## src/design/gn2_ram.sv

```systemverilog
// Generic single-write, dual-read RAM with registered read data.
`timescale 1ns / 1ps
module gn2_ram #(
   parameter int WIDTH = 8,
   parameter int DEPTH = 256
) (
   input  logic                     clock,
   input  logic                     wr_en,
   input  logic [$clog2(DEPTH)-1:0] wr_addr,
   input  logic [WIDTH-1:0]         wr_data,
   input  logic                     rd_en,
   input  logic [$clog2(DEPTH)-1:0] rd_addr_a,
   input  logic [$clog2(DEPTH)-1:0] rd_addr_b,
   output logic [WIDTH-1:0]         rd_data_a_ff,
   output logic [WIDTH-1:0]         rd_data_b_ff
);

   logic [WIDTH-1:0] mem_ff [DEPTH];

   always_ff @(posedge clock) begin
      if (wr_en) begin
         mem_ff[wr_addr] <= wr_data;
      end
      if (rd_en) begin
         rd_data_a_ff <= mem_ff[rd_addr_a];
         rd_data_b_ff <= mem_ff[rd_addr_b];
      end
   end

endmodule

```

## config.mk

```make
export PLATFORM = sky130hd
export DESIGN_NAME = gn2_ram
export DESIGN_NICKNAME = d
export VERILOG_FILES = /design/src/design/gn2_ram.sv
export SDC_FILE = /design/constraint.sdc
export NUM_CORES = 2
export LEC_CHECK = 0
export BUFFER_PORTS_ARGS = -buffer_cell sky130_fd_sc_hd__buf_2
export CAP_MARGIN = 20
export CORE_ASPECT_RATIO = 1.25
export CORE_UTILIZATION = 35
export DETAILED_ROUTE_END_ITERATION = 8
export PLACE_DENSITY_LB_ADDON = 0.25
export SLEW_MARGIN = 15
export SYNTH_ARGS = -nofsm -noshare
export SYNTH_HDL_FRONTEND = slang
export SYNTH_SLANG_ARGS = --single-unit
```

## constraint.sdc

```tcl
create_clock -name clock -period 4.1 [get_ports clock]
set_input_delay 0.41 -clock clock [delete_from_list [all_inputs] [get_ports clock]]
set_output_delay 0.41 -clock clock [all_outputs]
set_load 0.005 [all_outputs]
```

==> impl_metrics.tcl <==
set metrics [dict create \
    synthTopCellsByArea "edfxtp_1 64%, mux4_2 24%, mux2i_1 2.4%" \
    holdCritPathClass "primary input to flop" \
    status "completed" \
    drive_above_1_share 0.377 \
    timing.final.crit_share 0.814 \
    synthFlopType "edfxtp_1" \
    relSlewSlack 0.179 \
    yosysTopAreaCell "edfxtp_1" \
    ys_seq_elements 2064 \
    drt_first_pass_iters 5 \
    yosysSeqAreaShare 0.638 \
    leakagePower_uw 0.0355 \
    cts.htree.levels 4 \
    power-per-cell-area_nw_per_um2 420 \
    p_int_uw 35800 \
    viasPerCell 6.05 \
    ant_nets 0 \
    clockBufferDepth 4 \
    cp_cell_sequence "buf_8 > buf_12 > buf_4 > buf_4 > mux4_2 > a22o_1 > a221oi_1 > buf_4 > o22ai_1 > o32ai_2 > buf_4 > nor3_1" \
    r2r_slack_ns 0.99 \
    worst_slack_ns 0.762 \
    cts_tree "yes" \
    switching_share 0.238 \
    drt_iter0_markers 6986 \
    dp_cells 8815 \
    crit_path_max_fanout 18 \
    gr-usage-all-layers 0.239 \
    initial_utilization 0.353 \
    grt-ovfl-total 0 \
    cts_root_buffer "clkbuf_16" \
    worst-setup-path-type "primary input to flop" \
    postCtsResizedCells 0 \
    drv_cap 0 \
    ys_types 64 \
    worst_clock_skew_ns 0.0561 \
    crit_arrival_ns 3.93 \
    max_freq_mhz 300 \
    clkLatencyLatePin_ns 0.89 \
    critPathRequiredTime_ns 4.69 \
    grt_pass1_wl_um 465000 \
    rows 215 \
    syn_avg_cell_area_um2 20.0 \
    slew_violations 0 \
    die_area_um2 280000 \
    setup_violations 0 \
    power.switching_uw 11200 \
    num_vias 55800 \
    path_buf_inv 6 \
    core-area_um2 275000 \
    syn-cell-area_um2 97100 \
    fin_cells 9227 \
    synth-edff-count 2064 \
    clkPwrFrac 0.413 \
    yosysWarnings 0 \
    timing.critical_path.mode_cell "buf_4" \
    timing_hold_violations_final 0 \
    power.total_uw 47000 \
    seqPwrFrac 0.497 \
    die_x_um 473 \
    totalWireLength_um 336000 \
    rsz0062_at_grt "false" \
    cts_sinks 2064 \
    grt_max_degree 121 \
    synth_commonest_cells "2064 x edfxtp_1, 1051 x mux4_2, 298 x nor2_1, 236 x mux2i_1, 137 x clkbuf_1" \
    slowest_delay_ns 0.52 \
    crit_slowest_cell "a221oi_1" \
    antenna_found_initial 19 \
    dp_slack_ns -0.221 \
    postCtsSetupBuffers 0 \
    numPortBuffers 50 \
    die_h_um 591 \
    fin_nets 5380 \
    grt_pass1_vias 57000 \
    min_period_ns 3.34 \
    crit_path_end_kind "flop" \
    gp_congestion 0.882 \
    synth.most_common_cell "edfxtp_1" \
    vdd_ir_drop_max_uv 327 \
    drcViolationCount 0 \
    num_io_pins 51 \
    path_delay_family "buffers and inverters" \
    dp_hpwl_um 230000 \
    numCtsBuffers 214 \
    clk_pin_slew_ns 0.06 \
    tightest_slew_ns 1.23 \
    synth_fp_nets 4882 \
    fillers 24300 \
    syn_to_final_growth_pct 15.1 \
    synth_top_area_share 0.638 \
    wl_per_cell_um 36.4 \
    hold_buffers 0 \
    setup_tns_ns 0 \
    critPathLaunchType "primary input" \
    async_reset_ff_frac 0 \
    comb_power_share 0.090 \
    syn-instance-count 4847 \
]
sequential cells by signal (all words and copies together) (netlist names):
signal        cells
rd_data_a_ff      8
rd_data_b_ff      8
mem_ff         2048
cell families (layout without fill, tap and decap cells):
logic type | count (synthesis) | after routing | share of synthesized area
compound gates | 466 | 466 | 0.0353
buf+inv | 401 | 1072 | 0.0273
flops | 2064 | 2064 | 0.638
mux | 1325 | 1325 | 0.272
other cells | 0 | 20 | 0
simple gates | 591 | 591 | 0.0269
power by group through the flow:
stage	clock [µW]	combinational, µW	sequential (µW)
final	19400	4250	23400
after global routing	20400	4370	23300
after CTS	19700	4240	23400
after detailed placement	0	4240	23800
after global placement	0	4220	23800
after floorplan	0	2300	23800
cell type report:
type | instances | area (µm²) | area share
sequential | 2064 | 62000 | 0.554
timing repair buffer | 677 | 5880 | 0.0526
antenna | 20 | 50.0 | 0.000448
inverter | 6 | 26.3 | 0.000235
tap | 3689 | 4620 | 0.0413
clock buffer | 254 | 5570 | 0.0498
multi-input combinational | 2382 | 32500 | 0.291
clock inverter | 135 | 1180 | 0.0106
path summary, 6_finish.rpt:
| kind | startpoint | to | cells past startpoint |
|---|---|---|---|
| worst min register to register | mem_ff[188][6]$_DFFE_PP_ | rd_data_b_ff[6]$_DFFE_PP_ | 5 |
| worst max register to register | mem_ff[230][7]$_DFFE_PP_ | rd_data_b_ff[7]$_DFFE_PP_ | 6 |
| worst max-delay path | rd_addr_a[0] | rd_data_a_ff[5]$_DFFE_PP_ | 12 |
| worst min-delay path | wr_data[0] | mem_ff[97][0]$_DFFE_PP_ | 1 |
per-layer routing:
layer  GRT usage  vias to the layer above  wire length [µm]
met3      0.0383                      588             25900
met2       0.396                     2786            165000
li1            -                    22100                 -
met5           0                        -                65
met4       0.113                       10             17700
met1       0.307                    30400            127000
metrics by stage:
stage	hold slack (ns)	cell area, µm²	utilization
6_report	0.121	112000	0.406
5_1_grt	0.142	112000	0.406
4_1_cts	0.0949	112000	0.406
3_5_place_dp	0.959	105000	0.382
3_3_place_gp	0.958	105000	0.381
2_1_floorplan	0.509	97100	-
cells in the final DEF, fill, tap and decap left out, types with 34 or more instances in the layout:
cell / count
nand2_1: 114
buf_4: 567
o22ai_1: 48
clkinv_2: 34
mux2i_1: 236
buf_12: 61
a22oi_1: 62
mux2_2: 38
clkinv_1: 61
nor2_1: 298
a21oi_1: 79
edfxtp_1: 2064
clkbuf_16: 217
mux4_2: 1051
clkbuf_1: 37
o221ai_1: 65
nand3_1: 52
Note: power is estimated with default switching activity, not from simulation.
